## src/msi_pkg.sv

```systemverilog
package msi_pkg;

    // field widths
    localparam int LON_W  = 20;
    localparam int LAT_W  = 19;
    localparam int MODE_W = 3;
    localparam int ZROW_W = 5;
    localparam int ZCOL_W = 6;
    localparam int SROW_W = 7;
    localparam int SCOL_W = 7;
    localparam int ONUM_W = 8;
    localparam int TAIL_W = 7;
    localparam int SUB_W  = 3;

    // 1:1M cell size and finest (1:10k) sheet size, arc-seconds
    localparam int LAT_ZONE_SEC = 14400;
    localparam int LON_ZONE_SEC = 21600;
    localparam int ROW_STEP_SEC = 150;
    localparam int COL_STEP_SEC = 225;
    localparam int ZONE_COL_BASE = 31;

    // reciprocal multipliers, rounded down so the estimate is q or q-1
    localparam int LAT_Q_SH  = 20;
    localparam int LAT_Q_MUL = (1 << LAT_Q_SH) / LAT_ZONE_SEC;
    localparam int LON_Q_SH  = 21;
    localparam int LON_Q_MUL = (1 << LON_Q_SH) / LON_ZONE_SEC;
    localparam int ROW_Q_SH  = 14;
    localparam int ROW_Q_MUL = (1 << ROW_Q_SH) / ROW_STEP_SEC;
    localparam int COL_Q_SH  = 15;
    localparam int COL_Q_MUL = (1 << COL_Q_SH) / COL_STEP_SEC;

    localparam int MUL_W   = 8;               // constant multiplier width
    localparam int LAT_P_W = LAT_W + MUL_W;   // 27
    localparam int LON_P_W = LON_W + MUL_W;   // 28
    localparam int ZQ_W    = 6;               // zone quotient
    localparam int DB_W    = 14;              // offset in 1:1M cell, latitude
    localparam int DL_W    = 15;              // offset in 1:1M cell, longitude
    localparam int DB_P_W  = DB_W + MUL_W;
    localparam int DL_P_W  = DL_W + MUL_W;
    localparam int IDX_W   = 7;               // 1:10k row/col index 0..95
    localparam int REM_W   = 15;

    typedef enum logic [MODE_W-1:0] {
        SCALE_1M   = 3'd0,
        SCALE_500K = 3'd1,
        SCALE_250K = 3'd2,
        SCALE_100K = 3'd3,
        SCALE_50K  = 3'd4,
        SCALE_25K  = 3'd5,
        SCALE_10K  = 3'd6,
        SCALE_BAD  = 3'd7
    } t_scale;

    // indices handed to the final sheet-number stage
    typedef struct packed {
        t_scale             mode;
        logic [ZQ_W-1:0]    zq;
        logic [ZQ_W-1:0]    lq;
        logic [IDX_W-1:0]   r96;
        logic [IDX_W-1:0]   c96;
    } t_msi_idx;

    typedef struct packed {
        logic [ZROW_W-1:0]  zone_row;
        logic [ZCOL_W-1:0]  zone_col;
        logic [SROW_W-1:0]  sheet_row;
        logic [SCOL_W-1:0]  sheet_col;
        logic [ONUM_W-1:0]  old_number;
        logic [TAIL_W-1:0]  old_tail;
        logic [SUB_W-1:0]   old_subquadrant;
        logic               scale_error;
    } t_msi_rsp;

endpackage

```

## src/msi_req_if.sv

```systemverilog
interface msi_req_if;
    logic                         valid;
    logic                         ready;
    logic [msi_pkg::LON_W-1:0]    longitude_sec;
    logic [msi_pkg::LAT_W-1:0]    latitude_sec;
    logic [msi_pkg::MODE_W-1:0]   mode;

    modport source (output valid, output longitude_sec, output latitude_sec, output mode,
                    input ready);
    modport sink   (input valid, input longitude_sec, input latitude_sec, input mode,
                    output ready);
endinterface

```

## src/msi_rsp_if.sv

```systemverilog
interface msi_rsp_if;
    logic                         valid;
    logic                         ready;
    logic [msi_pkg::ZROW_W-1:0]   zone_row;
    logic [msi_pkg::ZCOL_W-1:0]   zone_col;
    logic [msi_pkg::SROW_W-1:0]   sheet_row;
    logic [msi_pkg::SCOL_W-1:0]   sheet_col;
    logic [msi_pkg::ONUM_W-1:0]   old_number;
    logic [msi_pkg::TAIL_W-1:0]   old_tail;
    logic [msi_pkg::SUB_W-1:0]    old_subquadrant;
    logic                         scale_error;

    modport source (output valid, output zone_row, output zone_col, output sheet_row,
                    output sheet_col, output old_number, output old_tail,
                    output old_subquadrant, output scale_error, input ready);
    modport sink   (input valid, input zone_row, input zone_col, input sheet_row,
                    input sheet_col, input old_number, input old_tail,
                    input old_subquadrant, input scale_error, output ready);
endinterface

```

## src/msi_sheet_calc.sv

```systemverilog
// Sheet row/col and old-style number fields from the 1:10k grid indices.
module msi_sheet_calc (
    input  msi_pkg::t_msi_idx i_idx,
    output msi_pkg::t_msi_rsp o_rsp
);
    logic [3:0]                   r8, c8;
    logic [7:0]                   r_prod, c_prod;
    logic [1:0]                   r_third, c_third;
    logic [msi_pkg::IDX_W-1:0]    rq, cq, n_rows;
    logic [3:0]                   nr, nc, ng, nrev;
    logic [msi_pkg::ONUM_W-1:0]   num;

    always_comb begin
        r8      = i_idx.r96[6:3];
        c8      = i_idx.c96[6:3];
        // x/3 for x < 12
        r_prod  = 8'(r8) * 8'd11;
        c_prod  = 8'(c8) * 8'd11;
        r_third = r_prod[6:5];
        c_third = c_prod[6:5];

        rq     = '0;
        cq     = '0;
        n_rows = 7'd1;
        case (i_idx.mode)
            msi_pkg::SCALE_500K: begin
                rq = 7'(r_third[1]); cq = 7'(c_third[1]); n_rows = 7'd2;
            end
            msi_pkg::SCALE_250K: begin
                rq = 7'(r_third); cq = 7'(c_third); n_rows = 7'd4;
            end
            msi_pkg::SCALE_100K: begin
                rq = 7'(r8); cq = 7'(c8); n_rows = 7'd12;
            end
            msi_pkg::SCALE_50K: begin
                rq = i_idx.r96 >> 2; cq = i_idx.c96 >> 2; n_rows = 7'd24;
            end
            msi_pkg::SCALE_25K: begin
                rq = i_idx.r96 >> 1; cq = i_idx.c96 >> 1; n_rows = 7'd48;
            end
            msi_pkg::SCALE_10K: begin
                rq = i_idx.r96; cq = i_idx.c96; n_rows = 7'd96;
            end
            default: begin
                rq = '0; cq = '0; n_rows = 7'd1;
            end
        endcase

        // old number: at 500k..100k the sheet itself, below that its 1:100k parent
        if (i_idx.mode == msi_pkg::SCALE_500K || i_idx.mode == msi_pkg::SCALE_250K
                || i_idx.mode == msi_pkg::SCALE_100K) begin
            nr = rq[3:0];
            nc = cq[3:0];
            ng = n_rows[3:0];
        end else begin
            nr = r8;
            nc = c8;
            ng = 4'd12;
        end
        nrev = ng - 4'd1 - nr;
        num  = 8'(nrev) * 8'(ng) + 8'(nc) + 8'd1;

        o_rsp = '0;
        if (i_idx.mode == msi_pkg::SCALE_BAD) begin
            o_rsp.scale_error = 1'b1;
        end else begin
            o_rsp.zone_row  = 5'(i_idx.zq + 6'd1);
            o_rsp.zone_col  = i_idx.lq + 6'(msi_pkg::ZONE_COL_BASE);
            o_rsp.sheet_row = n_rows - rq;
            o_rsp.sheet_col = cq + 7'd1;
            if (i_idx.mode != msi_pkg::SCALE_1M) begin
                o_rsp.old_number = num;
            end
            case (i_idx.mode)
                msi_pkg::SCALE_10K: begin
                    o_rsp.old_tail = 7'({~i_idx.r96[2:0], i_idx.c96[2:0]}) + 7'd1;
                end
                msi_pkg::SCALE_50K: begin
                    o_rsp.old_tail = 7'({~i_idx.r96[2], i_idx.c96[2]}) + 7'd1;
                end
                msi_pkg::SCALE_25K: begin
                    o_rsp.old_tail        = 7'({~i_idx.r96[2], i_idx.c96[2]}) + 7'd1;
                    o_rsp.old_subquadrant = 3'({~i_idx.r96[1], i_idx.c96[1]}) + 3'd1;
                end
                default: begin
                    o_rsp.old_tail = '0;
                end
            endcase
        end
    end

endmodule

```

## src/map_sheet_index_from_position.sv

```systemverilog
// Map sheet indexer for the national topographic grid. A request carries an
// east longitude and north latitude in whole arc-seconds and a scale select;
// the response gives the 1:1M zone row/column, the new-style sheet row/column
// at that scale, and the old-style number, tail and sub-quadrant. Points on a
// sheet edge go to the cell to their north/east. Scale select 7 returns
// scale_error with all other fields zero. Five register stages carry a
// request from stage 1 to the stage 5 output register that drives o_rsp,
// and one request enters per cycle while the response side keeps up. Each
// stage holds its own valid bit and advances whenever the stage after it is
// empty or moving, so empty slots fill up during a response stall and
// i_req.ready drops only once every stage holds a request.
module map_sheet_index_from_position (
    input  logic              i_clk,
    input  logic              i_rst_n,
    msi_req_if.sink           i_req,
    msi_rsp_if.source         o_rsp
);
    localparam int NSTG = 5;

    logic [NSTG-1:0] r_vld;
    logic [NSTG-1:0] stg_en;

    // stage 1: reciprocal estimate of the 1:1M zone quotients
    logic [msi_pkg::LAT_W-1:0]   r1_lat;
    logic [msi_pkg::LON_W-1:0]   r1_lon;
    msi_pkg::t_scale             r1_mode;
    logic [msi_pkg::ZQ_W-1:0]    r1_zq, r1_lq;
    logic [msi_pkg::LAT_P_W-1:0] lat_prod;
    logic [msi_pkg::LON_P_W-1:0] lon_prod;

    // stage 2: corrected zone quotient, offsets inside the 1:1M cell
    msi_pkg::t_scale             r2_mode;
    logic [msi_pkg::ZQ_W-1:0]    r2_zq, r2_lq, n2_zq, n2_lq;
    logic [msi_pkg::DB_W-1:0]    r2_db, n2_db;
    logic [msi_pkg::DL_W-1:0]    r2_dl, n2_dl;
    logic [20:0]                 lat_rem, lon_rem;

    // stage 3: reciprocal estimate of the 1:10k grid index
    msi_pkg::t_scale             r3_mode;
    logic [msi_pkg::ZQ_W-1:0]    r3_zq, r3_lq;
    logic [msi_pkg::DB_W-1:0]    r3_db;
    logic [msi_pkg::DL_W-1:0]    r3_dl;
    logic [msi_pkg::IDX_W-1:0]   r3_r96, r3_c96;
    logic [msi_pkg::DB_P_W-1:0]  db_prod;
    logic [msi_pkg::DL_P_W-1:0]  dl_prod;

    // stage 4: corrected grid index
    msi_pkg::t_msi_idx           r4_idx, n4_idx;
    logic [msi_pkg::REM_W-1:0]   row_rem, col_rem;

    // stage 5: output register
    msi_pkg::t_msi_rsp           r5_rsp, n5_rsp;

    // each stage moves when its successor is empty or moving
    always_comb begin
        stg_en[NSTG-1] = !r_vld[NSTG-1] || o_rsp.ready;
        for (int i = NSTG - 2; i >= 0; i--) begin
            stg_en[i] = !r_vld[i] || stg_en[i+1];
        end
    end

    assign i_req.ready = stg_en[0];

    always_ff @(posedge i_clk) begin
        if (!i_rst_n) begin
            r_vld <= '0;
        end else begin
            if (stg_en[0]) begin
                r_vld[0] <= i_req.valid;
            end
            for (int i = 1; i < NSTG; i++) begin
                if (stg_en[i]) begin
                    r_vld[i] <= r_vld[i-1];
                end
            end
        end
    end

    // stage 1
    always_comb begin
        lat_prod = msi_pkg::LAT_P_W'(i_req.latitude_sec)
                 * msi_pkg::LAT_P_W'(msi_pkg::LAT_Q_MUL);
        lon_prod = msi_pkg::LON_P_W'(i_req.longitude_sec)
                 * msi_pkg::LON_P_W'(msi_pkg::LON_Q_MUL);
    end

    always_ff @(posedge i_clk) begin
        if (stg_en[0]) begin
            r1_lat  <= i_req.latitude_sec;
            r1_lon  <= i_req.longitude_sec;
            r1_mode <= msi_pkg::t_scale'(i_req.mode);
            r1_zq   <= msi_pkg::ZQ_W'(lat_prod >> msi_pkg::LAT_Q_SH);
            r1_lq   <= msi_pkg::ZQ_W'(lon_prod >> msi_pkg::LON_Q_SH);
        end
    end

    // stage 2: the estimate is low by at most one, so one compare fixes it
    always_comb begin
        lat_rem = 21'(r1_lat) - 21'(r1_zq) * 21'(msi_pkg::LAT_ZONE_SEC);
        lon_rem = 21'(r1_lon) - 21'(r1_lq) * 21'(msi_pkg::LON_ZONE_SEC);
        if (lat_rem >= 21'(msi_pkg::LAT_ZONE_SEC)) begin
            n2_zq = r1_zq + 6'd1;
            n2_db = msi_pkg::DB_W'(lat_rem - 21'(msi_pkg::LAT_ZONE_SEC));
        end else begin
            n2_zq = r1_zq;
            n2_db = msi_pkg::DB_W'(lat_rem);
        end
        if (lon_rem >= 21'(msi_pkg::LON_ZONE_SEC)) begin
            n2_lq = r1_lq + 6'd1;
            n2_dl = msi_pkg::DL_W'(lon_rem - 21'(msi_pkg::LON_ZONE_SEC));
        end else begin
            n2_lq = r1_lq;
            n2_dl = msi_pkg::DL_W'(lon_rem);
        end
    end

    always_ff @(posedge i_clk) begin
        if (stg_en[1]) begin
            r2_mode <= r1_mode;
            r2_zq   <= n2_zq;
            r2_lq   <= n2_lq;
            r2_db   <= n2_db;
            r2_dl   <= n2_dl;
        end
    end

    // stage 3: every sheet size divides the 1:10k sheet grid (96 x 96 per cell)
    always_comb begin
        db_prod = msi_pkg::DB_P_W'(r2_db) * msi_pkg::DB_P_W'(msi_pkg::ROW_Q_MUL);
        dl_prod = msi_pkg::DL_P_W'(r2_dl) * msi_pkg::DL_P_W'(msi_pkg::COL_Q_MUL);
    end

    always_ff @(posedge i_clk) begin
        if (stg_en[2]) begin
            r3_mode <= r2_mode;
            r3_zq   <= r2_zq;
            r3_lq   <= r2_lq;
            r3_db   <= r2_db;
            r3_dl   <= r2_dl;
            r3_r96  <= msi_pkg::IDX_W'(db_prod >> msi_pkg::ROW_Q_SH);
            r3_c96  <= msi_pkg::IDX_W'(dl_prod >> msi_pkg::COL_Q_SH);
        end
    end

    // stage 4
    always_comb begin
        row_rem = msi_pkg::REM_W'(r3_db)
                - msi_pkg::REM_W'(r3_r96) * msi_pkg::REM_W'(msi_pkg::ROW_STEP_SEC);
        col_rem = msi_pkg::REM_W'(r3_dl)
                - msi_pkg::REM_W'(r3_c96) * msi_pkg::REM_W'(msi_pkg::COL_STEP_SEC);
        n4_idx.mode = r3_mode;
        n4_idx.zq   = r3_zq;
        n4_idx.lq   = r3_lq;
        n4_idx.r96  = (row_rem >= msi_pkg::REM_W'(msi_pkg::ROW_STEP_SEC))
                    ? r3_r96 + 7'd1 : r3_r96;
        n4_idx.c96  = (col_rem >= msi_pkg::REM_W'(msi_pkg::COL_STEP_SEC))
                    ? r3_c96 + 7'd1 : r3_c96;
    end

    always_ff @(posedge i_clk) begin
        if (stg_en[3]) begin
            r4_idx <= n4_idx;
        end
    end

    // stage 5: scale-dependent rows, columns and old-style numbering
    msi_sheet_calc u_calc (
        .i_idx (r4_idx),
        .o_rsp (n5_rsp)
    );

    always_ff @(posedge i_clk) begin
        if (stg_en[4]) begin
            r5_rsp <= n5_rsp;
        end
    end

    assign o_rsp.valid           = r_vld[NSTG-1];
    assign o_rsp.zone_row        = r5_rsp.zone_row;
    assign o_rsp.zone_col        = r5_rsp.zone_col;
    assign o_rsp.sheet_row       = r5_rsp.sheet_row;
    assign o_rsp.sheet_col       = r5_rsp.sheet_col;
    assign o_rsp.old_number      = r5_rsp.old_number;
    assign o_rsp.old_tail        = r5_rsp.old_tail;
    assign o_rsp.old_subquadrant = r5_rsp.old_subquadrant;
    assign o_rsp.scale_error     = r5_rsp.scale_error;

endmodule
```

## src/flat_wrapper.sv

```systemverilog
// flat-port wrapper written by rule: the top's interface ports become plain ports
module map_sheet_index_from_position_flat 
  (i_clk, i_rst_n, i_req_valid, i_req_longitude_sec, i_req_latitude_sec, i_req_mode, i_req_ready, o_rsp_valid, o_rsp_zone_row, o_rsp_zone_col, o_rsp_sheet_row, o_rsp_sheet_col, o_rsp_old_number, o_rsp_old_tail, o_rsp_old_subquadrant, o_rsp_scale_error, o_rsp_ready);
  msi_req_if i_req_i ();
  msi_rsp_if o_rsp_i ();
  input  logic i_clk;
  input  logic i_rst_n;
  input wire logic [$bits(i_req_i.valid)-1:0] i_req_valid;
  input wire logic [$bits(i_req_i.longitude_sec)-1:0] i_req_longitude_sec;
  input wire logic [$bits(i_req_i.latitude_sec)-1:0] i_req_latitude_sec;
  input wire logic [$bits(i_req_i.mode)-1:0] i_req_mode;
  output wire logic [$bits(i_req_i.ready)-1:0] i_req_ready;
  output wire logic [$bits(o_rsp_i.valid)-1:0] o_rsp_valid;
  output wire logic [$bits(o_rsp_i.zone_row)-1:0] o_rsp_zone_row;
  output wire logic [$bits(o_rsp_i.zone_col)-1:0] o_rsp_zone_col;
  output wire logic [$bits(o_rsp_i.sheet_row)-1:0] o_rsp_sheet_row;
  output wire logic [$bits(o_rsp_i.sheet_col)-1:0] o_rsp_sheet_col;
  output wire logic [$bits(o_rsp_i.old_number)-1:0] o_rsp_old_number;
  output wire logic [$bits(o_rsp_i.old_tail)-1:0] o_rsp_old_tail;
  output wire logic [$bits(o_rsp_i.old_subquadrant)-1:0] o_rsp_old_subquadrant;
  output wire logic [$bits(o_rsp_i.scale_error)-1:0] o_rsp_scale_error;
  input wire logic [$bits(o_rsp_i.ready)-1:0] o_rsp_ready;
  assign i_req_i.valid = i_req_valid;
  assign i_req_i.longitude_sec = i_req_longitude_sec;
  assign i_req_i.latitude_sec = i_req_latitude_sec;
  assign i_req_i.mode = i_req_mode;
  assign i_req_ready = i_req_i.ready;
  assign o_rsp_valid = o_rsp_i.valid;
  assign o_rsp_zone_row = o_rsp_i.zone_row;
  assign o_rsp_zone_col = o_rsp_i.zone_col;
  assign o_rsp_sheet_row = o_rsp_i.sheet_row;
  assign o_rsp_sheet_col = o_rsp_i.sheet_col;
  assign o_rsp_old_number = o_rsp_i.old_number;
  assign o_rsp_old_tail = o_rsp_i.old_tail;
  assign o_rsp_old_subquadrant = o_rsp_i.old_subquadrant;
  assign o_rsp_scale_error = o_rsp_i.scale_error;
  assign o_rsp_i.ready = o_rsp_ready;
  map_sheet_index_from_position u_core (.i_clk(i_clk), .i_rst_n(i_rst_n), .i_req(i_req_i), .o_rsp(o_rsp_i));
endmodule
```

## config.mk

```make
export PLATFORM = sky130hd
export DESIGN_NAME = map_sheet_index_from_position_flat
export DESIGN_NICKNAME = d
export VERILOG_FILES = /design/src/msi_pkg.sv /design/src/msi_req_if.sv /design/src/msi_rsp_if.sv /design/src/msi_sheet_calc.sv /design/src/map_sheet_index_from_position.sv /design/src/flat_wrapper.sv
export SDC_FILE = /design/constraint.sdc
export NUM_CORES = 1
export LEC_CHECK = 0
export ABC_AREA = 1
export BUFFER_PORTS_ARGS = -buffer_cell sky130_fd_sc_hd__buf_4
export CORE_MARGIN = 2
export CORE_UTILIZATION = 54
export CTS_CLUSTER_DIAMETER = 150
export DETAILED_ROUTE_END_ITERATION = 7
export PLACE_DENSITY = 0.82
export SLEW_MARGIN = 20
export SYNTH_ARGS = -nofsm -noshare
export SYNTH_HDL_FRONTEND = slang
export SYNTH_SLANG_ARGS = --single-unit
export TNS_END_PERCENT = 5
```

## constraint.sdc

```tcl
create_clock -name i_clk -period 7.2 [get_ports i_clk]
set_input_delay 0.36 -clock i_clk [delete_from_list [all_inputs] [get_ports i_clk]]
set_output_delay 0.36 -clock i_clk [all_outputs]
set_load 0.01 [all_outputs]
```

# Yosys cells after proc, flatten, opt, wreduce, memory -nomap -nowiden
# Index checks and enable logic that the tools add are counted.
# totals
ff_bits	231
elab_cells	113
out_inout_bits	46
# classes
n_addsub	21
n_bitwise	5
n_eq_ne	7
mux	14
n_mul	11
n_reduce_logical	16
n_lt_le_gt_ge	4
# ops
cell	count
$pmux 7 s6	3
$ge 15x8->1 const B	2
$mul 20x7->27 const B	1
$mul 19x4->23 const B	1
$mul 15x8->22 const B	1
$add 7x1->7 const B	3
$ge 21x14->1 const B	1
$ge 21x15->1 const B	1
$mul 14x7->21 const B	1
$sub 19x20->21	1
$sub 20x21->21	1
$mul 6x10->16 const B	1
$mul 7x8->15 const B	1
$mux 15	1
$sub 14x15->15	1
$sub 15x15->15	1
$sub 15x15->15 const B	1
$mul 4x4->7 const B	2
$mul 6x8->14 const B	1
$mul 7x7->14 const B	1
$mux 14	1
$mux 7	2
$pmux 7 s2	1
$sub 14x14->14 const B	1
24 further kinds	47

# Logic depth before layout (Yosys ltp)
# logic_depth
ltp_word	9
ltp_mapped	31
depth_no_buf	31

# Modules after synthesis
# Synthesis repeated with hierarchy kept, for this count alone.
# hier_totals
cells_unflattened	2617
area_unflattened_um2	22810.6
# by_module_without_submodules
module	instances	cells_each	seq_area_each_um2	area_per_inst_um2
map_sheet_index_from_position	1	2222	6946.7	20433.3
msi_sheet_calc	1	395	0.0	2377.3

# Worst setup path after synthesis
# OpenSTA, ideal clock, no wires.
# synth_path
path_kind	register to register
startpoint	register u_core.r4_idx[10] in the netlist's numbering
endpoint	register u_core.r5_rsp, in the netlist u_core.o_rsp.old_number[7], data pin
slack_ns	1.579
arrival_time_ns	5.362
stages_incl_launch_ff	27
setup_ns	0.259
path_buffers	0
path_cell_list	edfxtp_1 > ha_1 > ha_1 > ha_1 > nand4_1 > nand2_1 > a21oi_1 > or2_2 > nand2_1 > nand2_1 > nand3_1 > nand2_1 > o21ai_0 > fa_1 > nand2_1 > fa_1 > fa_1 > fa_1 > inv_1 > ha_1 > inv_1 > o31ai_1 > nand2_1 > nand2_1 > a21oi_1 > o21ai_0 > a21oi_1
# synth_between
elab_chain_cells	7
# synth_rtl
element	line	text
start, declared	map_sheet_index_from_position.sv:48	msi_pkg::t_msi_idx r4_idx, n4_idx;
start signal, assigned	map_sheet_index_from_position.sv:162	r4_idx <= n4_idx;
$mul 4x4->7	msi_sheet_calc.sv:17	r_prod = 8'(r8) * 8'd11;
$pmux 7 s6	msi_sheet_calc.sv:25	case (i_idx.mode)
$mux 4 (*)	msi_sheet_calc.sv:50	if (i_idx.mode == msi_pkg::SCALE_500K || i_idx.mode == msi_pkg::SCALE_250K
$sub 4x4->4 (*)	msi_sheet_calc.sv:60	nrev = ng - 4'd1 - nr;
$mul 4x4->8 (*)	msi_sheet_calc.sv:61	num = 8'(nrev) * 8'(ng) + 8'(nc) + 8'd1;
$add 8x4->8 (*)	msi_sheet_calc.sv:61	
$add 8x1->8 (*)	msi_sheet_calc.sv:61	
end signal, assigned	map_sheet_index_from_position.sv:174	r5_rsp <= n5_rsp;
end, declared	map_sheet_index_from_position.sv:52	msi_pkg::t_msi_rsp r5_rsp, n5_rsp;
# Every way passes the cells marked *; elsewhere a longest branch is shown, timed or not.
# A chain may end at the register's enable or synchronous reset.

# Worst setup path in the final report
# layout_path
startpoint	register u_core.r4_idx[10] in the netlist's numbering
endpoint	register u_core.r5_rsp, in the netlist u_core.o_rsp.old_number[6], data pin
# The elaborated chain is that of the path after synthesis.

==> results_dict.tcl <==
set metrics [dict create \
    numCtsBuffers 27 \
    postSynthAreaPerCell_um2 8.69 \
    crit_path_end_kind "register" \
    synth_edf_count 225 \
    routabilityCongestion 0.952 \
    synth_ff_type "edfxtp_1" \
    syn_area_um2 22600 \
    rsz0062_at_grt "no" \
    setup_tns_ps 0 \
    vias_per_cell 5.38 \
    finalCritPeriodShare_pct 85.8 \
    ys_top_cells_by_area "edfxtp_1 (30%), ha_1 (24%), nand2_1 (8.5%), inv_1 (8.5%), fa_1 (8.0%)" \
    hold_viol 0 \
    rows 74 \
    final_max_slew_viol_count 0 \
    fin_crit_ps 6180 \
    worst_pin_slew_ps 832 \
    die_x_um 209 \
    crit_end "u_core.o_rsp.old_number[6]" \
    fin_worst_skew_ps 14.6 \
    setup_ws_ps 1020 \
    relSlewSlack_pct 44.2 \
    yosys.area.top_type "edfxtp_1" \
    antenna_found_initial 0 \
    clkSinkCount 230 \
    path_delay_family "adder cells" \
    crit_cells 27 \
    synthCells 2605 \
    ys_seq_area_share_pct 30.3 \
    place_ws_ps 1060 \
    postCtsSetupBuffers 0 \
    r2r-start "u_core.r4_idx[10]" \
    htreeDepth 1 \
    dr.pass1.iters 5 \
    dieArea_um2 43600 \
    grt_pass1_wl_um 80600 \
    root_buffer "clkbuf_16" \
    holdBufCountCts 36 \
    drtIter0Drc 850 \
    status "finished, final reports clean" \
    grt_usage_pct 22.1 \
    drtAntennaViolNets 0 \
    critPathLaunchType "register" \
    path_buf_inv 2 \
    cp-startpoint "u_core.r4_idx[10]" \
    fmaxAchievable_ghz 0.162 \
    finalWirelength_um 47600 \
    clk_pin_slew_ps 60 \
    yosysTopAreaCellShare_pct 29.9 \
    clock_path_buffers 3 \
    ioPinCount 92 \
    num-nets-final 3329 \
    core_area_um2 41100 \
    slowest_stage "fa_1" \
    die_y_um 209 \
    r2r_slack_ps 1020 \
    r2r_cells 27 \
    rr_endpoint "u_core.o_rsp.old_number[6]" \
    portBuffers 91 \
    antenna_cells 0 \
    routed-via-count 17800 \
    drive_gt1_share_pct 5.80 \
    start_util_pct 55.0 \
    cts_tree "done" \
    post_synth_num_cell_types 48 \
    cp.arrival_ps 6480 \
    clk_latency_ps 560 \
    cap_violations 0 \
    grt_pass1_vias 18100 \
    wire_per_inst_um 14.4 \
    required_ps 7500 \
    path_class "reg -> reg" \
    setup_viol 0 \
    cp_max_fo 6 \
    max_stage_delay_ps 540 \
    drc_errors 0 \
    synth-async-reset-ratio_pct 0 \
    holdCritPathClass "in -> reg" \
    synth-warning-count 0 \
    dp_hpwl_um 38100 \
    post_cts_resized 0 \
    synth_seq_cells 230 \
    syn_to_final_growth_pct 11.5 \
    overflow 0 \
    grt_start_max_net_pins 58 \
]
==> cell families after synthesis <==
| group | synth area share, % |
|---|---|
| AO/OA/AOI/OAI | 7.26 |
| XOR/XNOR | 4.17 |
| adder cells (fa/ha/maj) | 32.1 |
| buffers and inverters | 8.86 |
| flip-flops | 30.3 |
| other | 0.0332 |
| AND/OR/NAND/NOR | 17.3 |
==> metal layers <==
metal	track usage, %	vias up	share of wire (%)
met5	0	-	0
met4	8.89	0	4.2
met3	2.93	131	5.0
met2	40.4	486	49
met1	26.2	8209	42
li1	-	8979	-
==> sequential cells by signal, summed over array words and instances, names as in the netlist, 8 cells and up <==
name,flops
u_core.r4_idx,28
u_core.o_rsp.old_number,8
u_core.r1_lat,19
u_core.r3_db,13
u_core.r2_dl,15
u_core.r1_lon,20
u_core.r2_db,14
u_core.r3_dl,15
==> placed cells by master, fill, tap and decap left out, types with 6 or more instances in the layout <==
master and n:
fa_1 91, buf_4 97, o21ai_0 75, inv_1 511, clkbuf_16 27, nor3_1 30
nor2_1 138, a221oi_1 6, nand2_1 514, xnor2_1 34, or2_2 8, xor2_1 72
nand3b_1 8, dlygate4sd3_1 36, o22ai_1 10, a31oi_1 8, ha_1 435, nand3_1 138
nand4_1 55, a21o_1 6, o21bai_1 14, edfxtp_1 225, a21oi_1 155
==> how the worst min path moves through the flow <==
stage                                 startpoint                end  slack [ps]  depth (start not counted)
after global placement         u_core.r3_mode[0]  u_core.r4_idx[26]         400                          0
final                     i_req_longitude_sec[7]   u_core.r1_lon[7]          20                          1
after global routing      i_req_longitude_sec[7]   u_core.r1_lon[7]           7                          1
after detailed placement         u_core.r2_lq[4]    u_core.r3_lq[4]         400                          0
after floorplan                u_core.r1_mode[0]  u_core.r2_mode[0]         400                          0
after CTS                 i_req_longitude_sec[7]   u_core.r1_lon[7]        0.03                          1
==> Yosys cell counts (10+ instances only) <==
cell type and count:
nand4_1 55, nand3_1 138, xor2_1 72, nor3_1 30, edfxtp_1 225, a21oi_1 155, o22ai_1 10, o21bai_1 14
nor2_1 138, inv_1 514, fa_1 91, xnor2_1 34, ha_1 435, nand2_1 515, o21ai_0 75
==> cell type report <==
type / instances / area [µm²]
tap: 532 / 666
inverter: 517 / 1940
clock buffer: 30 / 687
sequential: 230 / 6860
fill: 3361 / 15900
clock inverter: 17 / 205
multi-input combinational: 1848 / 13800
timing repair buffer: 133 / 1090
==> metrics by stage <==
| step | hold slack (ps) | cells | area, µm² | utilization, % |
|---|---|---|---|---|
| after global routing | 6.84 | 3307 | 25200 | 61.4 |
| after CTS | 0.0319 | 3307 | 25200 | 61.4 |
| after detailed placement | 405 | 3224 | 24000 | 58.3 |
| after global placement | 401 | 3224 | 24000 | 58.3 |
| final | 18.7 | 3307 | 25200 | 61.4 |
| after floorplan | 400 | 2608 | 22600 | - |
Power is not shown: default switching activity piles up to over one toggle a cycle in this logic, so the estimate is an artifact.
